**src/sv/assert_macros.svh**
```systemverilog
// ----------------------------------------------------------------------------
// Assertion macros
// Shared concurrent assertion forms for the pole cascade RTL.
// ----------------------------------------------------------------------------
`ifndef ASSERT_MACROS_SVH
`define ASSERT_MACROS_SVH

// Same-cycle implication, disabled while reset is asserted.
`define SNCP_ASSERT_IMP(label, clk, rstn, ante, cons, msg) \
    label: assert property (@(posedge clk) disable iff (!rstn) (ante) |-> (cons)) \
        else $error(msg);

// Next-cycle implication, disabled while reset is asserted.
`define SNCP_ASSERT_NXT(label, clk, rstn, ante, cons, msg) \
    label: assert property (@(posedge clk) disable iff (!rstn) (ante) |=> (cons)) \
        else $error(msg);

`endif

```
**src/sv/sncp_pkg.sv**
```systemverilog
// ----------------------------------------------------------------------------
// sncp_pkg
// Widths, register indexes and the multiplier request type of the cascade.
// ----------------------------------------------------------------------------
package sncp_pkg;

    // Field and datapath widths.
    localparam int SAMPLE_W    = 24;
    localparam int STATE_W     = 32;
    localparam int COEF_W      = 17;
    localparam int COUNT_W     = 5;
    localparam int CFG_INDEX_W = 2;
    localparam int MUL_A_W     = 35;
    localparam int MUL_B_W     = 18;
    localparam int MUL_P_W     = MUL_A_W + MUL_B_W;

    // Unity in Q1.16.
    localparam int ONE_Q16 = 65536;

    // Configuration register indexes.
    typedef enum logic [CFG_INDEX_W-1:0] {
        REG_CUTOFF = 2'd0,
        REG_NONLIN = 2'd1,
        REG_STAGES = 2'd2,
        REG_MIX    = 2'd3
    } cfg_reg_t;

    // One request to the shared multiplier; both operands are two's complement.
    typedef struct packed {
        logic [MUL_A_W-1:0] a;
        logic [MUL_B_W-1:0] b;
    } mul_req_t;

endpackage

```
**src/sv/sncp_mul.sv**
```systemverilog
// ----------------------------------------------------------------------------
// sncp_mul
// Shared signed multiplier with a registered product, one request per cycle.
// ----------------------------------------------------------------------------
module sncp_mul
    import sncp_pkg::*;
(
    input  logic                      aclk,
    input  mul_req_t                  req,
    output logic signed [MUL_P_W-1:0] prod
);

    logic signed [MUL_P_W-1:0] prod_reg;
    logic signed [MUL_P_W-1:0] prod_next;

    // Full-precision signed product; the result always fits the product width.
    assign prod_next = $signed(req.a) * $signed(req.b);

    always_ff @(posedge aclk) begin
        prod_reg <= prod_next;
    end

    assign prod = prod_reg;

endmodule

```
**src/sv/stereo_nonlinear_pole_cascade.sv**
```systemverilog
// ----------------------------------------------------------------------------
// stereo_nonlinear_pole_cascade
// Stereo cascade of nonlinear one-pole stages with a dry/wet mix.
// ----------------------------------------------------------------------------
// One stereo pair is taken per transaction and both channels run through the
// active stages one after the other, each stage being eight steps of a small
// sequencer around a single 35 x 18 multiplier and one read and one write of
// the stage state memory. With S active stages (stage_count, limited to
// MAX_STAGES, eight after reset) s_tready stays low after an acceptance for
// the S stages of eight steps and three mix steps for each channel, then one
// step that moves the pair into the output register; only then is a new pair
// taken. A finished result waits in the output register, so the next pair is
// accepted while it is still unclaimed; should that result still be unclaimed
// when the next one is done, the block holds in its output step until the
// sink takes it. The state memory needs no clearing pass: a valid flag per
// entry, cleared by reset, makes an unwritten entry read as zero.
// Configuration must only be written while the block is idle.
// ----------------------------------------------------------------------------
`include "assert_macros.svh"

module stereo_nonlinear_pole_cascade
    import sncp_pkg::*;
#(
    parameter int MAX_STAGES = 16
) (
    input  logic                   aclk,
    input  logic                   aresetn,
    // Input pair
    input  logic                   s_tvalid,
    output logic                   s_tready,
    input  logic [2*SAMPLE_W-1:0]  s_tdata,    // left_sample, right_sample
    // Result pair
    output logic                   m_tvalid,
    input  logic                   m_tready,
    output logic [2*SAMPLE_W-1:0]  m_tdata,    // left_out, right_out
    // Configuration writes
    input  logic                   cfg_we,
    input  logic [CFG_INDEX_W-1:0] cfg_index,
    input  logic [COEF_W-1:0]      cfg_wdata
);

    localparam int MEM_DEPTH = 2 * MAX_STAGES;
    localparam int IDX_W     = $clog2(MEM_DEPTH);
    localparam int CNT_W     = $clog2(MAX_STAGES + 1);

    localparam int SLEW_SHIFT  = 17;
    localparam int LEVEL_SHIFT = 16;

    localparam logic signed [MUL_P_W-1:0] SLEW_HALF  = MUL_P_W'(longint'(1) << (SLEW_SHIFT - 1));
    localparam logic signed [MUL_P_W-1:0] LEVEL_HALF = MUL_P_W'(longint'(1) << (LEVEL_SHIFT - 1));
    localparam logic signed [MUL_P_W-1:0] P_ONE      = MUL_P_W'(ONE_Q16);
    localparam logic signed [MUL_P_W-1:0] STATE_MAX  = MUL_P_W'((longint'(1) << (STATE_W - 1)) - 1);
    localparam logic signed [MUL_P_W-1:0] STATE_MIN  = -STATE_MAX - MUL_P_W'(1);
    localparam logic signed [MUL_P_W-1:0] SAMPLE_MAX = MUL_P_W'((longint'(1) << (SAMPLE_W - 1)) - 1);
    localparam logic signed [MUL_P_W-1:0] SAMPLE_MIN = -SAMPLE_MAX - MUL_P_W'(1);

    localparam logic [COEF_W-1:0] CUTOFF_FLOOR = COEF_W'(7);
    localparam logic [COEF_W-1:0] COEF_ONE     = COEF_W'(ONE_Q16);

    // Sequencer states, one-hot.
    typedef enum logic [12:0] {
        ST_IDLE   = 13'b0000000000001,
        ST_READ   = 13'b0000000000010,
        ST_MUL_T  = 13'b0000000000100,
        ST_MUL_P  = 13'b0000000001000,
        ST_DI     = 13'b0000000010000,
        ST_MUL_S  = 13'b0000000100000,
        ST_MUL_L1 = 13'b0000001000000,
        ST_MUL_L2 = 13'b0000010000000,
        ST_WRITE  = 13'b0000100000000,
        ST_MIX_Y  = 13'b0001000000000,
        ST_MIX_X  = 13'b0010000000000,
        ST_MIX_R  = 13'b0100000000000,
        ST_OUT    = 13'b1000000000000
    } seq_state_t;

    // Saturate a wide value to the stage state width.
    function automatic logic signed [STATE_W-1:0] sat_state(input logic signed [MUL_P_W-1:0] v);
        logic signed [STATE_W-1:0] r;
        if (v > STATE_MAX) begin
            r = STATE_MAX[STATE_W-1:0];
        end else if (v < STATE_MIN) begin
            r = STATE_MIN[STATE_W-1:0];
        end else begin
            r = v[STATE_W-1:0];
        end
        return r;
    endfunction

    // Saturate a wide value to the sample width.
    function automatic logic signed [SAMPLE_W-1:0] sat_sample(
        input logic signed [MUL_P_W-1:0] v
    );
        logic signed [SAMPLE_W-1:0] r;
        if (v > SAMPLE_MAX) begin
            r = SAMPLE_MAX[SAMPLE_W-1:0];
        end else if (v < SAMPLE_MIN) begin
            r = SAMPLE_MIN[SAMPLE_W-1:0];
        end else begin
            r = v[SAMPLE_W-1:0];
        end
        return r;
    endfunction

    // Configuration registers
    logic [COEF_W-1:0]  cutoff_coef_reg;
    logic [COEF_W-1:0]  nonlin_coef_reg;
    logic [COUNT_W-1:0] stage_count_reg;
    logic [COEF_W-1:0]  mix_control_reg;

    // Sequencer and datapath registers
    seq_state_t                state_reg;
    seq_state_t                state_next;
    logic                      chan_reg;
    logic [CNT_W-1:0]          stage_reg;
    logic signed [STATE_W-1:0] y_reg;
    logic [SAMPLE_W-1:0]       in_left_reg;
    logic [SAMPLE_W-1:0]       in_right_reg;
    logic signed [STATE_W-1:0] lvl_reg;
    logic signed [STATE_W-1:0] slw_reg;
    logic [COEF_W-1:0]         di_reg;
    logic signed [STATE_W-1:0] slw_new_reg;
    logic signed [MUL_P_W-1:0] acc_reg;
    logic [SAMPLE_W-1:0]       left_res_reg;
    logic [SAMPLE_W-1:0]       right_res_reg;
    logic                      m_tvalid_reg;
    logic [2*SAMPLE_W-1:0]     m_tdata_reg;

    // State memory: level in the upper half, slew in the lower half
    logic [2*STATE_W-1:0] state_mem [MEM_DEPTH];
    logic [MEM_DEPTH-1:0] valid_reg;
    logic [2*STATE_W-1:0] rd_data_reg;
    logic                 rd_valid_reg;
    logic [IDX_W-1:0]     mem_addr;

    // Shared multiplier
    mul_req_t                  mul_req;
    logic signed [MUL_P_W-1:0] prod;

    // Effective settings
    logic [COEF_W-1:0]         f_eff;
    logic [COEF_W-1:0]         n_eff;
    logic [COEF_W-1:0]         d_eff;
    logic [CNT_W-1:0]          stages_act;
    logic signed [COEF_W+1:0]  wet_wide;
    logic signed [COEF_W+1:0]  dry_wide;
    logic signed [MUL_B_W-1:0] wet;
    logic signed [MUL_B_W-1:0] dry;

    // Stage arithmetic
    logic signed [MUL_P_W-1:0] t_full;
    logic [MUL_P_W-1:0]        abs_p;
    logic [MUL_P_W-17:0]       di_q;
    logic [COEF_W-1:0]         di_next;
    logic signed [STATE_W+1:0] x_minus_lvl;
    logic signed [STATE_W:0]   lvl_plus_slw;
    logic [MUL_B_W-1:0]        one_minus_di;
    logic signed [MUL_P_W-1:0] slew_rnd;
    logic signed [MUL_P_W-1:0] sum_rnd;
    logic signed [STATE_W-1:0] level_new;
    logic signed [SAMPLE_W-1:0] mix_res;
    logic signed [STATE_W-1:0] dry_x;
    logic                      last_stage;
    logic                      s_accept;
    logic                      out_free;

    sncp_mul u_mul (
        .aclk (aclk),
        .req  (mul_req),
        .prod (prod)
    );

    // Clamp the register values to their working ranges.
    always_comb begin
        if (cutoff_coef_reg < CUTOFF_FLOOR) begin
            f_eff = CUTOFF_FLOOR;
        end else if (cutoff_coef_reg > COEF_ONE) begin
            f_eff = COEF_ONE;
        end else begin
            f_eff = cutoff_coef_reg;
        end
        n_eff = (nonlin_coef_reg > COEF_ONE) ? COEF_ONE : nonlin_coef_reg;
        d_eff = (mix_control_reg > COEF_ONE) ? COEF_ONE : mix_control_reg;
        if (32'(stage_count_reg) > 32'(MAX_STAGES)) begin
            stages_act = CNT_W'(MAX_STAGES);
        end else begin
            stages_act = CNT_W'(stage_count_reg);
        end
    end

    // Mix gains: wet is 2D - 1, dry is 2 - 2D limited to unity.
    assign wet_wide = $signed({2'b00, d_eff} <<< 1) - $signed((COEF_W+2)'(ONE_Q16));
    assign dry_wide = $signed((COEF_W+2)'(2 * ONE_Q16)) - $signed({2'b00, d_eff} <<< 1);
    assign wet      = wet_wide[MUL_B_W-1:0];
    assign dry      = (dry_wide > $signed((COEF_W+2)'(ONE_Q16))) ? MUL_B_W'(ONE_Q16)
                                                                  : dry_wide[MUL_B_W-1:0];

    // Nonlinear term from the product x * n.
    assign t_full = (prod >>> 23) + P_ONE;

    // Coefficient magnitude from f * t, limited to unity.
    assign abs_p   = prod[MUL_P_W-1] ? MUL_P_W'(-prod) : MUL_P_W'(prod);
    assign di_q    = abs_p[MUL_P_W-1:16];
    assign di_next = (di_q > (MUL_P_W-16)'(ONE_Q16)) ? COEF_ONE : di_q[COEF_W-1:0];

    // Operand sums for the slew and level products.
    assign x_minus_lvl  = (STATE_W+2)'(y_reg) - (STATE_W+2)'(lvl_reg) + (STATE_W+2)'(slw_reg);
    assign lvl_plus_slw = (STATE_W+1)'(lvl_reg) + (STATE_W+1)'(slw_reg);
    assign one_minus_di = MUL_B_W'(ONE_Q16) - MUL_B_W'(di_reg);

    // Rounded results; the accumulator already holds the rounding half.
    assign slew_rnd  = (prod + SLEW_HALF) >>> SLEW_SHIFT;
    assign sum_rnd   = (acc_reg + prod) >>> LEVEL_SHIFT;
    assign level_new = sat_state(sum_rnd);
    assign mix_res   = sat_sample(sum_rnd);

    assign dry_x = chan_reg ? STATE_W'($signed(in_right_reg)) : STATE_W'($signed(in_left_reg));

    // Multiplier operand selection per sequencer step.
    always_comb begin
        mul_req = '0;
        unique case (state_reg)
            ST_MUL_T: begin
                mul_req.a = MUL_A_W'(y_reg);
                mul_req.b = MUL_B_W'(n_eff);
            end
            ST_MUL_P: begin
                mul_req.a = t_full[MUL_A_W-1:0];
                mul_req.b = MUL_B_W'(f_eff);
            end
            ST_MUL_S: begin
                mul_req.a = MUL_A_W'(x_minus_lvl);
                mul_req.b = MUL_B_W'(di_reg);
            end
            ST_MUL_L1: begin
                mul_req.a = MUL_A_W'(y_reg);
                mul_req.b = MUL_B_W'(di_reg);
            end
            ST_MUL_L2: begin
                mul_req.a = MUL_A_W'(lvl_plus_slw);
                mul_req.b = one_minus_di;
            end
            ST_MIX_Y: begin
                mul_req.a = MUL_A_W'(y_reg);
                mul_req.b = wet;
            end
            ST_MIX_X: begin
                mul_req.a = MUL_A_W'(dry_x);
                mul_req.b = dry;
            end
            default: begin
                mul_req = '0;
            end
        endcase
    end

    // The input is only offered while idle and out of reset.
    assign s_tready   = aresetn && (state_reg == ST_IDLE);
    assign s_accept   = s_tvalid && s_tready;
    assign out_free   = !m_tvalid_reg || m_tready;
    assign last_stage = ((stage_reg + CNT_W'(1)) == stages_act);
    assign mem_addr   = IDX_W'({stage_reg, chan_reg});

    // Sequencer next state.
    always_comb begin
        state_next = state_reg;
        unique case (state_reg)
            ST_IDLE: begin
                if (s_tvalid) begin
                    state_next = (stages_act == '0) ? ST_MIX_Y : ST_READ;
                end
            end
            ST_READ:   state_next = ST_MUL_T;
            ST_MUL_T:  state_next = ST_MUL_P;
            ST_MUL_P:  state_next = ST_DI;
            ST_DI:     state_next = ST_MUL_S;
            ST_MUL_S:  state_next = ST_MUL_L1;
            ST_MUL_L1: state_next = ST_MUL_L2;
            ST_MUL_L2: state_next = ST_WRITE;
            ST_WRITE:  state_next = last_stage ? ST_MIX_Y : ST_READ;
            ST_MIX_Y:  state_next = ST_MIX_X;
            ST_MIX_X:  state_next = ST_MIX_R;
            ST_MIX_R: begin
                if (chan_reg) begin
                    state_next = ST_OUT;
                end else begin
                    state_next = (stages_act == '0) ? ST_MIX_Y : ST_READ;
                end
            end
            ST_OUT: begin
                if (out_free) begin
                    state_next = ST_IDLE;
                end
            end
            default:   state_next = ST_IDLE;
        endcase
    end

    // Control state, output valid and configuration registers.
    always_ff @(posedge aclk) begin
        if (!aresetn) begin
            state_reg       <= ST_IDLE;
            m_tvalid_reg    <= 1'b0;
            cutoff_coef_reg <= COEF_W'(16384);
            nonlin_coef_reg <= '0;
            stage_count_reg <= COUNT_W'(8);
            mix_control_reg <= COEF_ONE;
        end else begin
            state_reg <= state_next;
            if (state_reg == ST_OUT && out_free) begin
                m_tvalid_reg <= 1'b1;
            end else if (m_tready) begin
                m_tvalid_reg <= 1'b0;
            end
            if (cfg_we) begin
                unique case (cfg_reg_t'(cfg_index))
                    REG_CUTOFF: cutoff_coef_reg <= cfg_wdata;
                    REG_NONLIN: nonlin_coef_reg <= cfg_wdata;
                    REG_STAGES: stage_count_reg <= cfg_wdata[COUNT_W-1:0];
                    REG_MIX:    mix_control_reg <= cfg_wdata;
                endcase
            end
        end
    end

    // Datapath registers, updated step by step.
    always_ff @(posedge aclk) begin
        unique case (state_reg)
            ST_IDLE: begin
                if (s_accept) begin
                    in_left_reg  <= s_tdata[SAMPLE_W-1:0];
                    in_right_reg <= s_tdata[2*SAMPLE_W-1:SAMPLE_W];
                    y_reg        <= STATE_W'($signed(s_tdata[SAMPLE_W-1:0]));
                    chan_reg     <= 1'b0;
                    stage_reg    <= '0;
                end
            end
            ST_MUL_T: begin
                lvl_reg <= rd_valid_reg ? rd_data_reg[2*STATE_W-1:STATE_W] : '0;
                slw_reg <= rd_valid_reg ? rd_data_reg[STATE_W-1:0] : '0;
            end
            ST_DI: begin
                di_reg <= di_next;
            end
            ST_MUL_L1: begin
                slw_new_reg <= sat_state(slew_rnd);
            end
            ST_MUL_L2: begin
                acc_reg <= prod + LEVEL_HALF;
            end
            ST_WRITE: begin
                y_reg     <= level_new;
                stage_reg <= stage_reg + CNT_W'(1);
            end
            ST_MIX_X: begin
                acc_reg <= prod + LEVEL_HALF;
            end
            ST_MIX_R: begin
                if (chan_reg) begin
                    right_res_reg <= mix_res;
                end else begin
                    left_res_reg <= mix_res;
                    chan_reg     <= 1'b1;
                    stage_reg    <= '0;
                    y_reg        <= STATE_W'($signed(in_right_reg));
                end
            end
            ST_OUT: begin
                if (out_free) begin
                    m_tdata_reg <= {right_res_reg, left_res_reg};
                end
            end
            default: begin
            end
        endcase
    end

    // State memory: one registered read and one write port.
    always_ff @(posedge aclk) begin
        if (state_reg == ST_WRITE) begin
            state_mem[mem_addr] <= {level_new, slw_new_reg};
        end
        if (state_reg == ST_READ) begin
            rd_data_reg  <= state_mem[mem_addr];
            rd_valid_reg <= valid_reg[mem_addr];
        end
    end

    // Entry valid flags; an entry never written reads as zero.
    always_ff @(posedge aclk) begin
        if (!aresetn) begin
            valid_reg <= '0;
        end else if (state_reg == ST_WRITE) begin
            valid_reg[mem_addr] <= 1'b1;
        end
    end

    assign m_tvalid = m_tvalid_reg;
    assign m_tdata  = m_tdata_reg;

    // Checks on the sequencer.
    `SNCP_ASSERT_NXT(a_accept_starts_work, aclk, aresetn, s_tvalid && s_tready, (state_reg == ST_READ) || (state_reg == ST_MIX_Y), "accepted pair did not start a stage or the mix")
    `SNCP_ASSERT_NXT(a_result_held, aclk, aresetn, (state_reg == ST_OUT) && m_tvalid_reg && !m_tready, (state_reg == ST_OUT) && $stable(m_tdata_reg), "pending result overwritten")
    `SNCP_ASSERT_IMP(a_write_follows_level, aclk, aresetn, state_reg == ST_WRITE, $past(state_reg) == ST_MUL_L2, "state write out of sequence")

endmodule
```
**config.mk**
```make
export PLATFORM = sky130hd
export DESIGN_NAME = stereo_nonlinear_pole_cascade
export DESIGN_NICKNAME = d
export VERILOG_FILES = /design/src/sv/sncp_pkg.sv /design/src/sv/sncp_mul.sv /design/src/sv/stereo_nonlinear_pole_cascade.sv
export VERILOG_INCLUDE_DIRS = /design/src /design/src/sv
export SDC_FILE = /design/constraint.sdc
export NUM_CORES = 2
export LEC_CHECK = 0
export ABC_AREA = 1
export CAP_MARGIN = 5
export CORE_UTILIZATION = 60
export DETAILED_ROUTE_END_ITERATION = 8
export DONT_BUFFER_PORTS = 1
export PLACE_DENSITY = 0.83
export SLEW_MARGIN = 20
export SYNTH_ARGS = -nofsm -noshare
export SYNTH_HDL_FRONTEND = slang
export SYNTH_HIERARCHICAL = 1
export SYNTH_SLANG_ARGS = --single-unit
```
**constraint.sdc**
```tcl
create_clock -name aclk -period 13.57 [get_ports aclk]
set_input_delay 2.714 -clock aclk [delete_from_list [all_inputs] [get_ports aclk]]
set_output_delay 2.714 -clock aclk [all_outputs]
set_load 0.01 [all_outputs]
```
[Word-level counts from Yosys, hierarchy flattened]
Memory sizes are Yosys's and may differ from the RTL's. A register that Yosys moved wholly into a read port is not among the register bits.
Index checks and enable logic that the tools add are counted.
Cells by class
  $add $sub $neg: 12
  $mul: 1
  $lt $le $gt $ge: 15
  eq/ne operators: 21
  muxes and demuxes: 36
  bitwise logic cells: 2
  reduce and logical (&&, ||, !) cells: 23
Operator list (count)
  $pmux W53 S7: 1
  $mux W32: 6
  $pmux W13 S13: 1
  $pmux W32 S3: 1
  $mux W17: 4
  $add A53 B17 Y53 const B: 1
  $add A53 B18 Y53 const B: 1
  $add A53 B53 Y53: 1
  $mul A35 B18 Y53: 1
  $mux W53: 1
  $neg A53 Y53: 1
  $gt A17 B17 Y1 const B: 3
  $mux W24: 2
  $mux W13: 3
  $gt A37 B17 Y1 const B: 1
  $gt A37 B24 Y1 const B: 1
  $gt A37 B32 Y1 const B: 1
  $lt A37 B24 Y1 const B: 1
  $lt A37 B32 Y1 const B: 1
  $gt A36 B32 Y1 const B: 1
  $lt A36 B32 Y1 const B: 1
  $add A33 B32 Y34: 1
  $add A32 B32 Y33: 1
  $sub A32 B32 Y33: 1
  other kinds (47): 73
Word-level totals
  bits in registers: 504
  memory bits (writable): 2048
  input bits: 72
  logic and storage cells: 133
  memories kept: 1
Memory list
  state_mem: words 32, width 64, read ports 1, clocked after memory_dff 1, wr ports 1, RTL line stereo_nonlinear_pole_cascade.sv:130  | logic [2*STATE_W-1:0] state_mem [MEM_DEPTH];

[Longest topological paths before layout]
  depth after elaboration: 7
  gate-level depth with buffers: 53

[Hierarchy]
The synthesis kept the hierarchy.
Modules (own cells, without submodules)
  stereo_nonlinear_pole_cascade: instances 1, cells an instance 8824, area an instance 109123.4 sq um
  sncp_mul: instances 1, cells an instance 3336, area an instance 24770.0 sq um

[Worst setup path before layout]
OpenSTA, ideal clock, no wires.
  path type: register to register
  start point: register state_reg[11]
  end point: register u_mul.prod_reg[47] (netlist: u_mul/prod[47])
  arrival: 10959 ps
  setup slack: 2497 ps
  stages on the path, launching flop included: 36
  period minus slack after synthesis: 11073 ps
  path through: dfxtp_1 nor2_1 nand2_1 nor2_1 nand2_1 nor4_2 inv_1 nand3_2 a21oi_1 o21ai_0 inv_1 nand2_1 clkbuf_1 clkbuf_1 nand2_1 inv_1 fa_1 fa_1 inv_1 fa_1 inv_1 fa_1 fa_1 inv_1 fa_1 inv_1 ha_1 nand2_1 inv_1 nand2_1 nor3_1 nand2_1 nor2_1 nand2_1 nand4_1 nand2_1
RTL lines
  start, declared: RTL line stereo_nonlinear_pole_cascade.sv:112  | seq_state_t state_reg;
  start signal, assigned: RTL line stereo_nonlinear_pole_cascade.sv:309  | state_reg <= state_next;
  end signal, assigned: RTL line sncp_mul.sv:20  | prod_reg <= prod_next;
  end, declared: RTL line sncp_mul.sv:13  | logic signed [MUL_P_W-1:0] prod_reg;

==> results.json <==
{
  "synth-async-reset-ratio_pct": 0,
  "leakage_nw": 58.03,
  "finalCritPeriodShare_pct": 72.20,
  "max_freq_ghz": 0.1021,
  "wirelength_um": 470000,
  "tns_ns": 0,
  "cts_root_buffer": "clkbuf_16",
  "grt_pass1_wl_um": 666600,
  "intPower_mw": 13.97,
  "setup.worst_path.start": "mix_control_reg[10]",
  "cp_slowest_cell": "ha_1",
  "ys_top_cells_by_count": "2,508 x nand2_1, 2,461 x edfxtp_1, 1,868 x inv_1",
  "utilization_pct": 66.04,
  "yosysWarnings": 6,
  "fin_skew_ns": 0.1350,
  "synth_cell_types": 72,
  "fin_nets": 13090,
  "yosys_register_bits": 2616,
  "crit_path_frequent_cell": "nand2_1",
  "seqPwrFrac_pct": 49.4,
  "die_w_um": 474.4,
  "critPathKind": "reg -> reg",
  "htreeDepth": 5,
  "critPathCapture": "u_mul/prod[49]",
  "final_cell_area_mm2": 0.1467,
  "slew_headroom_pct": 15.88,
  "cts_tree": "yes",
  "synthMostInstantiatedCell": "nand2_1",
  "r2r_cells": 41,
  "synth_edf_count": 2461,
  "grt_pass1_vias": 98990,
  "yosys.area.top_type": "edfxtp_1",
  "hold_class": "reg -> reg",
  "drt_iter0_drc": 16010,
  "timing.rr.start": "mix_control_reg[10]",
  "cp.arrival_ns": 10.59,
  "status": "completed",
  "start_kind": "register",
  "ctsResizeCount": 0,
  "p_switching_mw": 4.715,
  "drive_above_1_share_pct": 7.480,
  "io_pins": 122,
  "start_util_pct": 60.29,
  "postCtsHoldBufs": 0,
  "rows": 173,
  "cp_max_fo": 31,
  "worstSkewPairLatency_ns": 0.98,
  "rrSetupSlack_ns": 3.77,
  "slew_viol_final": 0,
  "hpwl_um": 300400,
  "rsz0062_at_grt": "false",
  "core_mm2": 0.2221,
  "remaining_drc_errors": 0,
  "first_pass_iters": 8,
  "ir_drop_mv": 0.1991,
  "critPathMaxStageDelay_ns": 0.63,
  "min_period_ns": 9.797,
  "cts_buffers": 279,
  "numPortBuffers": 0,
  "grt_max_degree": 168,
  "grt.overflow.total": 0,
  "syn_avg_cell_area_um2": 11.01,
  "power_per_cell_area_mw_per_mm2": 127.4,
  "vias": 100200,
  "r2r_end": "u_mul/prod[49]",
  "syn-num-nets": 13120,
  "synth_flop_cell": "edfxtp_1",
  "synth.cell_area_mm2": 0.1339,
  "p_sw_share_pct": 25.24,
  "p_comb_share_pct": 10.0,
  "drt-wirelength-per-cell_um": 30.69,
  "place_congestion": 1.038,
  "drtAntennaViolNets": 0,
  "hold_violations": 0,
  "design.die.area_mm2": 0.2251,
  "synth.top_cell.area_share_pct": 55.19,
  "area_growth_pct": 9.545,
  "viasPerCell": 6.544,
  "critPathCaptureType": "register",
  "die_h_um": 474.4,
  "yosys-top-cells-area": "edfxtp_1 55%, fa_1 9.5%, nand2_1 7.0%",
  "largest_reg_flops": 2048,
  "antenna_found_initial": 28,
  "worstPathRequired_ns": 14.36,
  "power_mw": 18.68,
  "grt_use_total_pct": 41.36,
  "setup_violations": 0,
  "seq_area_frac_synth_pct": 57.51,
  "synthCells": 12160,
  "cts_setup_buffers": 0,
  "clockBufferDepth": 4,
  "hold_ws_ns": 0.4026,
  "numClockSinks": 2616,
  "power_frac_clock_pct": 40.6,
  "drv_cap": 0,
  "placed_cell_area_mm2": 0.1375,
  "path_clk_slew_ns": 0.07,
  "tightest_slew_ns": 1.258
}
[area by class of cell]
cell class,count,area [µm²]
clock buffer,338,7421
sequential,2616,77010
timing repair buffer,219,1857
inverter,1897,7147
fill,15980,75410
clock inverter,141,1450
antenna,13,32.53
tap,2975,3722
multi-input combinational,7116,48040
[layer usage]
metal / part of all wire [%] / global-route usage, % / wire length [µm] / vias to the layer above
li1: - / - / - / 41360
met1: 35 / 52.62 / 163400 / 48260
met2: 45 / 64.08 / 212800 / 8545
met3: 13 / 9.727 / 59070 / 2027
met4: 7.3 / 26.15 / 34380 / 24
met5: 0.071 / 0 / 332 / -
[power by group through the flow]
| stage | Sequential [mW] | Combinational (mW) | Clock (mW) |
|---|---|---|---|
| 4_1_cts | 9.23 | 1.78 | 7.57 |
| 3_3_place_gp | 9.40 | 1.70 | 0 |
| 3_5_place_dp | 9.41 | 1.75 | 0 |
| 6_report | 9.23 | 1.87 | 7.58 |
| 5_1_grt | 9.23 | 1.95 | 7.85 |
| 2_1_floorplan | 9.36 | 1.09 | 0 |
[layout by cell type, fill, tap and decap left out, types with 201 or more instances in the layout]
master | netlist | layout
a21oi_1 | 703 | 702
a22oi_1 | 1040 | 1040
buf_4 | 12 | 201
clkbuf_16 | 0 | 285
edfxtp_1 | 2461 | 2461
fa_1 | 634 | 634
ha_1 | 255 | 255
inv_1 | 1868 | 1865
nand2_1 | 2508 | 2486
nand3_1 | 259 | 257
nor2_1 | 630 | 589
o21ai_0 | 218 | 212
[critical path: cells and delay by family (launching register included)]
kind	cells	cell delay, ns
xor gates and xnor gates	1	0.39
adders and majority gates	8	4.14
buffers and inverters	9	1.33
DFF	1	0.38
and+or+nand+nor	23	3.42
[logic make-up after synthesis]
logic type                 synth area share, %
buffers and inverters                    6.945
xor gates and xnor gates                0.8093
DFF                                      57.51
muxes                                 0.007476
adders and majority gates                11.86
and+or+nand+nor                          12.11
AOI/OAI and AO/OA                        10.76
[worst min path at each step]
stage / start / end / slack [ns] / depth (start not counted)
finish: right_res_reg[11] / m_tdata[35] / 0.40 / 0
global route: left_res_reg[21] / m_tdata[21] / 0.39 / 0
CTS: left_res_reg[21] / m_tdata[21] / 0.40 / 0
detailed placement: left_res_reg[0] / m_tdata[0] / 0.40 / 0
global placement: left_res_reg[9] / m_tdata[9] / 0.40 / 0
floorplan: left_res_reg[0] / m_tdata[0] / 0.40 / 0
[stage by stage]
stage               std cells  setup slack [ns]
global route            15300             3.162
finish                  15320             3.773
global placement        14810             3.976
detailed placement      14810             3.959
CTS                     15290             3.902
floorplan               12160             2.497
Note: power is estimated with default switching activity, not from simulation.
